--- config.mk ---
export PLATFORM = sky130hd
export DESIGN_NAME = bzp_front
export DESIGN_NICKNAME = d
export VERILOG_FILES = /design/src/hw/rtl/bzp_pkg.sv /design/src/hw/rtl/bzp_front.sv
export SDC_FILE = /design/constraint.sdc
export NUM_CORES = 2
export LEC_CHECK = 0
export BUFFER_PORTS_ARGS = -buffer_cell sky130_fd_sc_hd__buf_2
export CAP_MARGIN = 20
export CORE_ASPECT_RATIO = 1.1
export CORE_MARGIN = 2
export CORE_UTILIZATION = 65
export DETAILED_ROUTE_END_ITERATION = 6
export GPL_TIMING_DRIVEN = 0
export PLACE_DENSITY = 0.84
export SKIP_CTS_REPAIR_TIMING = 1
export SLEW_MARGIN = 5
export SYNTH_ARGS = -nofsm -noshare
export SYNTH_HDL_FRONTEND = slang
export SYNTH_SLANG_ARGS = --single-unit
--- constraint.sdc ---
create_clock -name clk -period 22.7 [get_ports clk]
set_input_delay 1.135 -clock clk [delete_from_list [all_inputs] [get_ports clk]]
set_output_delay 1.135 -clock clk [all_outputs]
set_load 0.02 [all_outputs]
--- src/hw/rtl/bzp_pkg.sv ---
package bzp_pkg;

	localparam int COORD_BITS = 16;
	localparam int COEF_W = 21;
	localparam int MIN_W = 7;
	localparam int IDX_W = 6;
	localparam int DEF_MAX_POINTS = 64;

	// Endpoint deltas, their squares and the integer root of distance / 10.
	localparam int DIFF_W = COORD_BITS + 1;
	localparam int D2_W = 2 * DIFF_W;
	localparam int ROOT_W = COORD_BITS - 2;

	// Q1.16 curve parameter and the Horner sums.
	localparam int FRAC_BITS = 16;
	localparam int DIV_W = FRAC_BITS + 1;
	localparam int T_W = DIV_W + 1;
	localparam int S1_W = COEF_W + T_W + 1;
	localparam int S2_W = S1_W + 4;
	localparam int S3_W = S2_W + 4;

	typedef struct packed {
		logic signed [COORD_BITS-1:0] p0_x;
		logic signed [COORD_BITS-1:0] p0_y;
		logic signed [COORD_BITS-1:0] p1_x;
		logic signed [COORD_BITS-1:0] p1_y;
		logic signed [COORD_BITS-1:0] p2_x;
		logic signed [COORD_BITS-1:0] p2_y;
		logic signed [COORD_BITS-1:0] p3_x;
		logic signed [COORD_BITS-1:0] p3_y;
		logic [MIN_W-1:0] min_points;
	} curve_t;

	typedef struct packed {
		logic signed [COORD_BITS-1:0] point_x;
		logic signed [COORD_BITS-1:0] point_y;
		logic [IDX_W-1:0] point_index;
		logic last_point;
	} point_t;

	typedef struct packed {
		logic signed [COEF_W-1:0] a_x;
		logic signed [COEF_W-1:0] a_y;
		logic signed [COEF_W-1:0] b_x;
		logic signed [COEF_W-1:0] b_y;
		logic signed [COEF_W-1:0] c_x;
		logic signed [COEF_W-1:0] c_y;
		logic signed [COORD_BITS-1:0] p0_x;
		logic signed [COORD_BITS-1:0] p0_y;
	} coef_t;

	typedef enum logic [2:0] {
		F_IDLE,
		F_SQ,
		F_SUM,
		F_ROOT,
		F_PUSH
	} front_state_t;

	typedef enum logic [1:0] {
		B_IDLE,
		B_DIV,
		B_EMIT
	} back_state_t;

endpackage

--- src/hw/rtl/bzp_front.sv ---
module bzp_front #(
	parameter int MAX_POINTS = bzp_pkg::DEF_MAX_POINTS
) (
	input  logic clk,
	input  logic arst_n,
	input  bzp_pkg::curve_t curve,
	input  logic push,
	output logic full,
	output bzp_pkg::coef_t coef,
	output logic [$clog2(MAX_POINTS+1)-1:0] count,
	output logic q_push,
	input  logic q_full
);
	import bzp_pkg::*;

	localparam int CNT_W = $clog2(MAX_POINTS + 1);
	localparam int BIT_W = $clog2(ROOT_W);
	localparam int PROD_W = 2 * ROOT_W + 7;

	front_state_t state_q, state_d;
	coef_t coef_q, coef_d;
	logic [MIN_W-1:0] min_q;
	logic signed [DIFF_W-1:0] dx_q, dy_q;
	logic signed [D2_W-1:0] sqx_q, sqy_q;
	logic [D2_W:0] d2_q;
	logic [ROOT_W-1:0] root_q, trial;
	logic [BIT_W-1:0] bit_q;
	logic [2*ROOT_W-1:0] trial_sq;
	logic [PROD_W-1:0] trial_prod;
	logic [31:0] cnt_w;
	logic signed [COEF_W-1:0] d1x, d1y, d2x, d2y;

	always_comb begin
		state_d = state_q;
		case (state_q)
			F_IDLE: if (push) state_d = F_SQ;
			F_SQ: state_d = F_SUM;
			F_SUM: state_d = F_ROOT;
			F_ROOT: if (bit_q == '0) state_d = F_PUSH;
			F_PUSH: if (!q_full) state_d = F_IDLE;
			default: state_d = F_IDLE;
		endcase
	end

	always_comb begin
		full = (state_q != F_IDLE);
		q_push = (state_q == F_PUSH) && !q_full;
	end

	// Power-basis coefficients: c = 3(p1-p0), b = 3(p2-p1) - c, a = p3 - p0 - c - b.
	always_comb begin
		d1x = COEF_W'(curve.p1_x) - COEF_W'(curve.p0_x);
		d1y = COEF_W'(curve.p1_y) - COEF_W'(curve.p0_y);
		d2x = COEF_W'(curve.p2_x) - COEF_W'(curve.p1_x);
		d2y = COEF_W'(curve.p2_y) - COEF_W'(curve.p1_y);
		coef_d.c_x = (d1x <<< 1) + d1x;
		coef_d.c_y = (d1y <<< 1) + d1y;
		coef_d.b_x = (d2x <<< 1) + d2x - coef_d.c_x;
		coef_d.b_y = (d2y <<< 1) + d2y - coef_d.c_y;
		coef_d.a_x = COEF_W'(curve.p3_x) - COEF_W'(curve.p0_x) - coef_d.c_x - coef_d.b_x;
		coef_d.a_y = COEF_W'(curve.p3_y) - COEF_W'(curve.p0_y) - coef_d.c_y - coef_d.b_y;
		coef_d.p0_x = curve.p0_x;
		coef_d.p0_y = curve.p0_y;
	end

	// One root bit per cycle: keep the bit if 100 * trial^2 still fits under d2.
	always_comb begin
		trial = root_q | (ROOT_W'(1) << bit_q);
		trial_sq = (2*ROOT_W)'(trial) * (2*ROOT_W)'(trial);
		trial_prod = PROD_W'(trial_sq) * PROD_W'(100);
	end

	always_comb begin
		cnt_w = 32'(root_q);
		if (32'(min_q) > cnt_w) cnt_w = 32'(min_q);
		if (cnt_w < 32'd2) cnt_w = 32'd2;
		if (cnt_w > 32'(MAX_POINTS)) cnt_w = 32'(MAX_POINTS);
		count = CNT_W'(cnt_w);
		coef = coef_q;
	end

	always_ff @(posedge clk or negedge arst_n) begin
		if (!arst_n) begin
			state_q <= F_IDLE;
		end else begin
			state_q <= state_d;
		end
	end

	always_ff @(posedge clk) begin
		case (state_q)
			F_IDLE: begin
				if (push) begin
					coef_q <= coef_d;
					min_q <= curve.min_points;
					dx_q <= DIFF_W'(curve.p3_x) - DIFF_W'(curve.p0_x);
					dy_q <= DIFF_W'(curve.p3_y) - DIFF_W'(curve.p0_y);
				end
			end
			F_SQ: begin
				sqx_q <= D2_W'(dx_q) * D2_W'(dx_q);
				sqy_q <= D2_W'(dy_q) * D2_W'(dy_q);
			end
			F_SUM: begin
				d2_q <= {1'b0, sqx_q} + {1'b0, sqy_q};
				root_q <= '0;
				bit_q <= BIT_W'(ROOT_W - 1);
			end
			F_ROOT: begin
				if (trial_prod <= d2_q) root_q <= trial;
				bit_q <= bit_q - BIT_W'(1);
			end
			default: begin
			end
		endcase
	end

endmodule

==> key figures <==
Synthesis
  • Area leader, netlist: fa_1
  • Number of synthesized flops with an enable pin: 312
  • Mapped Cells: 5,158
  • Synth Cell Area: 0.05123 mm2
  • Post-Syn Nets: 6,722
  • Syn avg cell area: 9.932 um2
  • Primary FF master, synth: edfxtp_1
  • Sequential-to-total area share from yosys stat: 0.1843
  • Yosys cell types: 81
  • Most frequent cell after synthesis: inv_1
  • Top cells by area, synth: fa_1 (31%), edfxtp_1 (18%), ha_1 (15%), inv_1 (8.3%), xnor2_1 (4.3%)
  • Top cells by count, synth: inv_1 (1,127), fa_1 (805), ha_1 (620), edfxtp_1 (312), nand2_1 (312)
  • Top-area cell type share of the netlist area: 0.3146
  • Syn. warnings: 0
  • Post-synthesis register bit count: 315
  • Synth async-reset ratio: 0.009524

CTS
  • Root Driver: clkbuf_16
  • CTS tree: done
  • Clock transition at path regs: 0.06 ns
  • H-tree levels: 2
  • # clock sinks: 315
  • Worst-case clock buffer depth: 3
  • Later-pin clock latency in the skew report: 0.61 ns
  • Inserted Clock Buffers: 39

Drt
  • Initial DRC count: 2,344
  • Routed wire length: 120,200 um
  • Antenna-violating nets left: 0
  • Pre-Repair DR Iteration Count: 7
  • Drt drc: 1
  • Routed len/inst: 18.24 um
  • Total via count in the routed design: 38,092
  • DR vias/cell: 5.780

Global route
  • Initial antenna violation count: 9
  • Total grt overflow: 0
  • Vias in the first global route: 40,765
  • Largest net degree at the start of global routing: 36
  • Global-route wire length before repair: 198,500 um
  • Total track usage: 0.3045

STA
  • Final hold slack: 0.3415 ns
  • Slew HR: 0.2838
  • Worst-margin pin slew: 1.074 ns
  • Slew Viols, Final: 0
  • Setup_tns: 0 ns
  • FMAX: 0.07123 GHz
  • Final WS setup: 8.662 ns
  • Fin. Hold Viols: 0
  • Final setup viols: 0
  • Unrepaired setup endpoints after global routing: no
  • Fin crit period: 14.04 ns
  • Tcrit/Tclk final: 0.6184
  • Fin Clk Skew: 0.02700 ns

Placed design
  • Placed instance area: 0.05428 mm2
  • Routability Congestion: 0.9612
  • Dpl hpwl: 100,000 um
  • Port-buffer cells: 305
  • Dpl ws: 9.147 ns

Layout
  • Register Area: 0.009444 mm2
  • Share of cells above drive strength 1: 0.07986
  • Area Overhead vs Synth: 8.543%
  • Combined area of the multi-input logic cells: 0.03727 mm2
  • Final Cell Area: 0.05561 mm2
  • # fillers: 5,501
  • NumNets Final: 7,081

Setup path
  • Crit start category: flip-flop
  • Worst R2R Path Depth: 47
  • Crit-path max FO: 14
  • Crit path largest cell delay: 0.89 ns
  • Crit path DAT: 14.25 ns
  • WP data required: 22.91 ns
  • CP Class: flip-flop to flip-flop
  • Delay-heaviest family, CP: adder cells
  • WP depth: 47
  • Critical Path Sink Type: flip-flop
  • Crit-path slowest cell: a2111oi_0
  • Crit path buf inv count: 8

Job
  • Max Cap Violations: 0

Floorplan
  • Core Footprint: 0.07778 mm2
  • Die width: 271.7 um
  • Die height: 298.4 um
  • Ports: 306
  • Die ar.: 0.08108 mm2
  • Placement Rows: 107
  • Initial Utilization: 0.6586

Status
  • Violated checks: DRC
  • Status: finished with violations

Worst hold path
  • Hold WC Path Type: primary input to async pin
[state kept, by name, summed over array words and instances (netlist names)]
name and count:
dx_q 17, root_q 14, sqy_q 33, min_q 7, d2_q 35, dy_q 17, state_q 3, bit_q 4
coef 152, sqx_q 33
[path summary, 6_finish.rpt]
path	startpoint	to	slack, ns
max in group asynchronous	arst_n	state_q[0]	22.25
min in group clk	state_q[2]	state_q[1]	0.57
worst max register to register	bit_q[0]	root_q[10]	8.66
worst min-delay path	arst_n	state_q[1]	0.34
worst max-delay path	bit_q[0]	root_q[10]	8.66
worst min register to register	state_q[2]	state_q[1]	0.57
[placed cells by master, fill, tap and decap left out, types with 14 or more instances in the layout]
cell       synthesis  layout
o21bai_1          29      29
nor2b_1           50      50
nand2_1          312     312
and2_1           138     138
nor2_1           296     294
or2_2             20      20
nor3_1            81      81
ha_1             620     620
xnor2_1          253     253
o21a_1            68      68
a31oi_1           30      30
o211ai_1          14      14
and3_1            39      39
mux2i_1           14      14
a211oi_1          29      29
o31ai_1           19      19
nand3_1           74      74
o21ai_0          112     112
edfxtp_1         312     312
clkbuf_16          0      39
xor2_1            79      79
a21oi_1          214     214
clkbuf_1          58      61
or3_1             29      29
buf_2              3     308
fa_1             805     805
a21o_1            95      95
nand2b_1          49      49
inv_1           1127    1127
[metrics by stage]
step	std cells	util
6_report	6590	0.7149
2_1_floorplan	5158	-
3_3_place_gp	6498	0.6949
4_1_cts	6582	0.7146
3_5_place_dp	6511	0.6979
5_1_grt	6590	0.7149
[routing by layer]
layer	GRT usage	wire, um	vias to the layer above
met1	0.3655	44810	18857
met3	0.04468	8360	358
met4	0.1304	5713	0
met5	0	0	-
met2	0.5453	61340	1443
li1	-	-	17434
[logic make-up after synthesis]
logic type	after synthesis	synth area share
DFF	315	0.1843
adders and majority gates	1425	0.4660
muxes	15	0.002955
AOI/OAI and AO/OA	737	0.09574
buffers and inverters	1201	0.08851
xor gates and xnor gates	332	0.05676
and+or+nand+nor	1133	0.1057
[final cells by class]
class	count	share of cell area
Multi-Input combinational cell	3642	0.6703
Sequential cell	315	0.1698
Inverter	1133	0.07648
Timing Repair Buffer	318	0.03125
Tap cell	1035	0.02329
Clock buffer	42	0.01775
Clock inverter	29	0.005693
Buffer	68	0.005063
Antenna cell	8	0.0003600
Power is left out: the tool's default activity adds up to more than one toggle a clock period on the data nets, which glitch-free logic cannot reach.
