## config.mk

```make
export PLATFORM = sky130hd
export DESIGN_NAME = bzp_queue
export DESIGN_NICKNAME = d
export VERILOG_FILES = /design/src/hw/rtl/bzp_queue.sv
export SDC_FILE = /design/constraint.sdc
export NUM_CORES = 1
export LEC_CHECK = 0
export ABC_AREA = 1
export BUFFER_PORTS_ARGS = -buffer_cell sky130_fd_sc_hd__buf_4
export CORE_AREA = 2 2 42 44
export CTS_BUF_LIST = sky130_fd_sc_hd__clkbuf_8
export DETAILED_ROUTE_END_ITERATION = 10
export DIE_AREA = 0 0 44 46
export PLACE_DENSITY = 0.9
export SLEW_MARGIN = 20
export SYNTH_ARGS = -nofsm -noshare
export SYNTH_HDL_FRONTEND = slang
export SYNTH_SLANG_ARGS = --single-unit
```

## constraint.sdc

```tcl
create_clock -name clk -period 2.3 [get_ports clk]
set_clock_uncertainty 0.2 [all_clocks]
set_input_delay 0.115 -clock clk [delete_from_list [all_inputs] [get_ports clk]]
set_output_delay 0.115 -clock clk [all_outputs]
set_load 0.01 [all_outputs]
```

## src/hw/rtl/bzp_queue.sv

```systemverilog
module bzp_queue #(
	parameter int DATA_W = 8
) (
	input  logic clk,
	input  logic arst_n,
	input  logic wr,
	output logic full,
	input  logic [DATA_W-1:0] din,
	input  logic rd,
	output logic empty,
	output logic [DATA_W-1:0] dout
);

	logic [DATA_W-1:0] slot_q [2];
	logic wr_ptr_q, rd_ptr_q;
	logic [1:0] fill_q;

	always_comb begin
		full = (fill_q == 2'd2);
		empty = (fill_q == 2'd0);
		dout = slot_q[rd_ptr_q];
	end

	always_ff @(posedge clk or negedge arst_n) begin
		if (!arst_n) begin
			wr_ptr_q <= 1'b0;
			rd_ptr_q <= 1'b0;
			fill_q <= 2'd0;
		end else begin
			if (wr) wr_ptr_q <= ~wr_ptr_q;
			if (rd) rd_ptr_q <= ~rd_ptr_q;
			if (wr && !rd) fill_q <= fill_q + 2'd1;
			else if (rd && !wr) fill_q <= fill_q - 2'd1;
		end
	end

	always_ff @(posedge clk) begin
		if (wr) slot_q[wr_ptr_q] <= din;
	end

endmodule

```

==> results of run 1 <==
-- per-layer routing --
| metal | vias to the layer above | GRT usage | wire length (microns) |
|---|---|---|---|
| li1 | 243 | - | - |
| met1 | 223 | 0.178 | 545 |
| met2 | 16 | 0.256 | 711 |
| met3 | 2 | 0.0238 | 71 |
| met4 | 0 | 0.0909 | 8 |
| met5 | - | 0 | 0 |
-- cell usage in the layout, fill, tap and decap left out, drive strengths merged --
cell type and n:
buf 21, edfxtp 16, dlygate4sd3 12, mux2 8, inv 7, nand2 5
dfrtp 4, nor2 3, clkbuf 3, xor2 2, xnor2 1, nand3 1
nand4 1, ha 1, clkinv 1
-- what timing repair did --
action | 4_1_cts | 5_1_grt
endpoints found under the hold margin | 22 | 0
hold buffers | 12 | 0
buffers inserted | 0 | 0
gates resized for setup | 0 | 0
-- how the worst min path moves through the flow --
stage / start / to
3_3_place_gp: arst_n / fill_q[1]
4_1_cts: wr_ptr_q / wr_ptr_q
2_1_floorplan: arst_n / fill_q[0]
6_report: fill_q[1] / fill_q[1]
5_1_grt: wr_ptr_q / wr_ptr_q
3_5_place_dp: arst_n / wr_ptr_q
-- worst max-delay path, cell delays in order, from the launching register on --
cell and delay (ns):
dfrtp_1 0.65, mux2_4 0.34, buf_4 0.14
-- flip-flops by register name, indices dropped and copies added (netlist names) --
name and cells:
slot_q 16, fill_q 2, rd_ptr_q 1, wr_ptr_q 1
-- stage by stage --
| stage | cells | area [sq um] | setup WS (ns) | util |
|---|---|---|---|---|
| after floorplan | 50 | 818 | 0.956 | - |
| after detailed placement | 87 | 986 | 0.778 | 0.611 |
| final | 103 | 1150 | 0.603 | 0.713 |
| after CTS | 103 | 1150 | 0.578 | 0.713 |
| after global placement | 87 | 986 | 0.839 | 0.611 |
| after global routing | 103 | 1150 | 0.511 | 0.713 |
-- power by group --
group / leakage (uW) / internal, uW / switching [uW]
combinational: 0.000295 / 248 / 152
clock: 0.0000231 / 118 / 100
sequential: 0.000197 / 492 / 82.8
-- cells by family (layout without fill, tap and decap cells) --
kind of cell / count (synthesis) / in the layout
flops: 20 / 20
simple gates: 10 / 10
mux: 8 / 8
buf+inv: 8 / 44
xor+xnor: 3 / 3
fa+ha+maj: 1 / 1
-- area by class of cell --
cell class / instances / area (sq um) / share of cell area
flip-flops and latches: 20 / 581 / 0.504
repair buffers: 33 / 278 / 0.241
multi-input cells: 22 / 200 / 0.174
clock buffers: 3 / 41.3 / 0.0359
inverters: 7 / 26.3 / 0.0228
well taps: 17 / 21.3 / 0.0185
clock inverters: 1 / 3.75 / 0.00326
==> impl_metrics.csv, run 1 <==
group,metric,value,unit
outcome,status,"completed",
clock_tree,clock-sinks,20,
critical_path,r2r_end,"slot_q[0][4]",
hold_path,hold_depth,2,
timing,rsz0062_at_grt,"no",
synth,synth_top_family_by_area,"multiplexers",
drt,vias,484,
synth,synthArstFlopShare,0.200,
critical_path,cp-endpoint,"dout[5]",
critical_path,startpoint,"rd_ptr_q",
final_layout,num_antenna_cells,0,
floorplan,start_util,0.507,
timing,setup_viol,0,
clock_tree,cts_buffers,3,
synth,ys_seq_elements,20,
floorplan,die_w,44,microns
pwr,ir_drop,0.551,mV
clock_tree,clk_path_buf_depth,2,
timing,finalHoldViolCount,0,
floorplan,fp.dieH,46,microns
timing,finalCritPeriodShare,0.738,
critical_path,rr_startpoint,"wr_ptr_q",
synth,synth_xor_area_frac,0.0321,
drt,avgRoutedWirePerCell,13.0,microns
floorplan,pin_count,22,
synth,synth_fa_ha_area_frac,0.0153,
floorplan,design.die.area,2020,sq um
synth,syn_area,818,sq um
pwr,p_leak,0.000515,uW
final_layout,area_growth,40.7,%
synth,synth_edf_count,16,
grt,grt_pass1_vias,481,
synth,yosys_warnings,0,
hold_path,hp-class,"reg2reg",
pwr,powerDensity,1040,nW/um^2
critical_path,crit_arrival,1.38,ns
final_layout,layout-drive-gt1-share,0.372,
synth,post-synth-top-count-cell,"edfxtp_1",
clock_tree,cts_tree,"yes",
synth,ys.flop_type,"edfxtp_1",
grt,grt_pass1_wl,2.07,mm
pwr,power.total,1190,uW
drt,ant_nets,0,
drt,drc_errors,0,
synth,ys_types,12,
synth,post-synth-top-area-cell,"edfxtp_1",
synth,synth_fp_nets,63,
clock_tree,h-tree-depth,1,
synth,seq_area_frac_synth,0.709,
grt,antenna_found_initial,0,
clock_tree,clk_pin_slew,0.06,ns
timing,worst_pin_slew,0.655,ns
final_layout,nFillCells,116,
final_layout,nets,100,
grt,grt-ovfl-total,0,
clock_tree,clock_latency,0.25,ns
timing,fin_crit,1.70,ns
grt,grt.total_usage,0.150,
place,gp_congestion,0.627,
drt,wirelength,1.34,mm
run,max_cap_viol_count,0,
synth,synthCells,50,
synth,yosys.area.top_type_share,0.587,
synth,synth_top_cells_by_area,"edfxtp_1 59%, mux2_4 15%, dfrtp_1 12%",
critical_path,cp-end-kind,"primary output",
drt,viasPerCell,4.70,
drt,drt-initial-drc-count,4,
place,io_buffers,21,
synth,synthTopCellsByCount,"16 x edfxtp_1, 8 x mux2_4, 7 x inv_1, 5 x nand2_1, 4 x dfrtp_1",
critical_path,rr_worst_depth,1,
drt,drtPass1Iterations,2,
timing,fin_setup_tns,0,ns
synth,synthMuxAreaShare,0.147,
grt,grt_max_degree,12,
critical_path,path_class,"reg2out",
timing,whs,0.317,ns
critical_path,worst_setup_path_start_kind,"flip-flop",
floorplan,core_area,1610,sq um
timing,slew_headroom,0.562,
clock_tree,cts-root-buf,"clkbuf_8",
synth,synthSimpleGateAreaFrac,0.0505,
timing,fmax,0.589,GHz
synth,synth.avg_cell_area,16.4,sq um
critical_path,reg2reg_slack,0.78,ns
place,hpwl,956,microns
synth,synth_compound_area_frac,0,
critical_path,critPathMaxFanout,9,
floorplan,rows,15,
critical_path,required,1.99,ns
timing,slew_viol_final,0,
(Power assumes the default switching activity.)
==> run 2, diff against run 1 <==
--- a/config.mk
+++ b/config.mk
@@ -7,11 +7,11 @@
 export LEC_CHECK = 0
 export ABC_AREA = 1
 export BUFFER_PORTS_ARGS = -buffer_cell sky130_fd_sc_hd__buf_4
-export CORE_AREA = 2 2 42 44
+export CORE_AREA = 2 2 45 47
 export CTS_BUF_LIST = sky130_fd_sc_hd__clkbuf_8
 export DETAILED_ROUTE_END_ITERATION = 10
-export DIE_AREA = 0 0 44 46
-export PLACE_DENSITY = 0.9
+export DIE_AREA = 0 0 47 49
+export PLACE_DENSITY = 0.83
 export SLEW_MARGIN = 20
 export SYNTH_ARGS = -nofsm -noshare
 export SYNTH_HDL_FRONTEND = slang
==> constraint.sdc (replaced) <==
create_clock -name clk -period 1.5 [get_ports clk]
set_clock_uncertainty 0.2 [all_clocks]
set_input_delay 0.075 -clock clk [delete_from_list [all_inputs] [get_ports clk]]
set_output_delay 0.075 -clock clk [all_outputs]
set_load 0.01 [all_outputs]
==> impl_metrics.csv, run 2 (synthesis results as in run 1) <==
group,metric,value,unit
outcome,status,"finished, violations left",
outcome,violations,"negative setup slack",
drt,drtPass1Iterations,2,
final_layout,final_cell_mix,"17 x buf_4, 16 x edfxtp_1, 12 x dlygate4sd3_1",
floorplan,pin_count,22,
clock_tree,clock-sinks,20,
final_layout,largest_reg_flops,16,
critical_path,cp-end-kind,"primary output",
place,place_ws,0.0822,ns
place,dp.cells,99,
pwr,p_int,1470,uW
pwr,switchingPower,574,uW
place,io_buffers,21,
final_layout,utilization,0.677,
hold_path,hold_depth,2,
clock_tree,clk_pin_slew,0.07,ns
critical_path,reg2reg_slack,0.26,ns
grt,met3_usage,0.0370,
clock_tree,cts_tree,"yes",
pwr,powerDensity,1640,nW/um^2
drt,vias,511,
grt,grt_use_met2,0.228,
pwr,ir_drop,1.13,mV
clock_tree,cts_buffers,3,
floorplan,design.die.area,2300,sq um
timing,finalHoldViolCount,0,
grt,grtUsageMet1,0.156,
final_layout,top_regs,"slot_q: 16 flops, fill_q: 2 flops",
place,dpl_cell_area,1010,sq um
pwr,p_seq_frac,0.408,
critical_path,cp_top_family,"flip-flops",
final_layout,stdcell_count,119,
critical_path,critPathMaxFanout,5,
floorplan,fp.dieH,49,microns
drt,ant_nets,0,
run,max_cap_viol_count,0,
timing,fin_crit,1.50,ns
hold_path,hp-class,"reg2reg",
place,hpwl,970,microns
pwr,p_leak,0.000560,uW
timing,setup_viol,2,
pwr,power_frac_comb,0.427,
critical_path,slowest_stage,"dfrtp_2",
critical_path,cp_slowest_stage_delay,0.42,ns
timing,slew_viol_final,0,
final_layout,area_growth,52.4,%
grt,grt_pass1_vias,525,
floorplan,start_util,0.444,
place,gp_congestion,0.694,
timing,setup_ws,-0.00321,ns
clock_tree,h-tree-depth,1,
drt,avgRoutedWirePerCell,12.0,microns
drt,drt-initial-drc-count,1,
floorplan,core_area,1840,sq um
critical_path,path_buf_inv,2,
critical_path,crit_arrival,1.23,ns
critical_path,worst_setup_path_start_kind,"flip-flop",
clock_tree,cts-root-buf,"clkbuf_8",
final_layout,layout-drive-gt1-share,0.424,
timing,fmax,0.665,GHz
timing,worst_pin_slew,0.331,ns
grt,busiest_layer,"met2",
floorplan,die_w,47,microns
final_layout,num_antenna_cells,0,
pwr,switching_share,0.280,
final_layout,mostFrequentLayoutCell,"buf_4",
grt,grt-ovfl-total,0,
final_layout,largest_register,"slot_q",
critical_path,cpMostUsedCell,"buf_6",
critical_path,path_class,"reg2out",
drt,drc_errors,0,
timing,slew_headroom,0.779,
timing,finalCritPeriodShare,1.00,
critical_path,required,1.22,ns
grt,grt_pass1_wl,2.17,mm
timing,rsz0062_at_grt,"yes",
clock_tree,clk_path_buf_depth,2,
final_layout,final_area,1250,sq um
pwr,power.share.clock,0.165,
drt,viasPerCell,4.29,
clock_tree,clock_latency,0.24,ns
final_layout,nets,106,
grt,antenna_found_initial,0,
critical_path,rr_worst_depth,4,
floorplan,rows,16,
grt,grt_max_degree,12,
critical_path,path_depth,3,
drt,wirelength,1.43,mm
grt,grt.total_usage,0.138,
critical_path,crit_chain,"buf_6 > mux2_4 > buf_6",
==> run 2: stage by stage <==
| stage | TNS, ns | hold slack [ns] | total power (uW) |
|---|---|---|---|
| after detailed placement | 0 | -0.325 | 1520 |
| after global placement | 0 | -0.326 | 1490 |
| after floorplan | 0 | -0.421 | 1260 |
| after global routing | -0.265 | 0.336 | 2170 |
| after CTS | -0.0623 | 0.305 | 1980 |
| final | -0.00603 | 0.308 | 2050 |
==> run 2: final cells by class <==
cell class,instances,area [sq um]
clock buffer,3,41.3
clock inverter,1,3.75
fill,148,594
inverter,7,26.3
multi-input combinational,22,200
sequential,20,582
tap,27,33.8
timing repair buffer,39,360
==> run 2: worst paths after layout <==
check | from | endpoint
max in group asynchronous | arst_n | rd_ptr_q
min reg2reg | fill_q[1] | fill_q[1]
min in group asynchronous | arst_n | fill_q[1]
max reg2reg | rd_ptr_q | rd_ptr_q
max | rd_ptr_q | dout[2]
min | fill_q[1] | fill_q[1]
==> run 2: power groups by stage <==
| stage | Combinational (uW) | Sequential [uW] | Clock, uW |
|---|---|---|---|
| finish | 874 | 836 | 338 |
| global route | 946 | 848 | 376 |
| CTS | 796 | 831 | 354 |
| detailed placement | 623 | 897 | 0 |
| global placement | 605 | 883 | 0 |
| floorplan | 441 | 818 | 0 |
==> run 2: repair_timing <==
item                                    in CTS  in global routing
hold buffers                                12                  0
cloned                                       0                  0
endpoints found under the setup margin       8                  8
buffers inserted                             3                  1
endpoints found under the hold margin       22                  0
resized for setup                            6                  7
==> run 2: worst reg2reg max path, cell delays in order, from the launching register on <==
cell and delay, ns:
dfrtp_2 0.42, buf_6 0.14, buf_4 0.13, buf_4 0.12, xor2_1 0.13
==> run 2: metal layers <==
| metal | part of all wire | vias to the layer above |
|---|---|---|
| met5 | 0 | - |
| met3 | 0.043 | 0 |
| met4 | 0 | 0 |
| met1 | 0.37 | 243 |
| met2 | 0.59 | 15 |
| li1 | - | 253 |
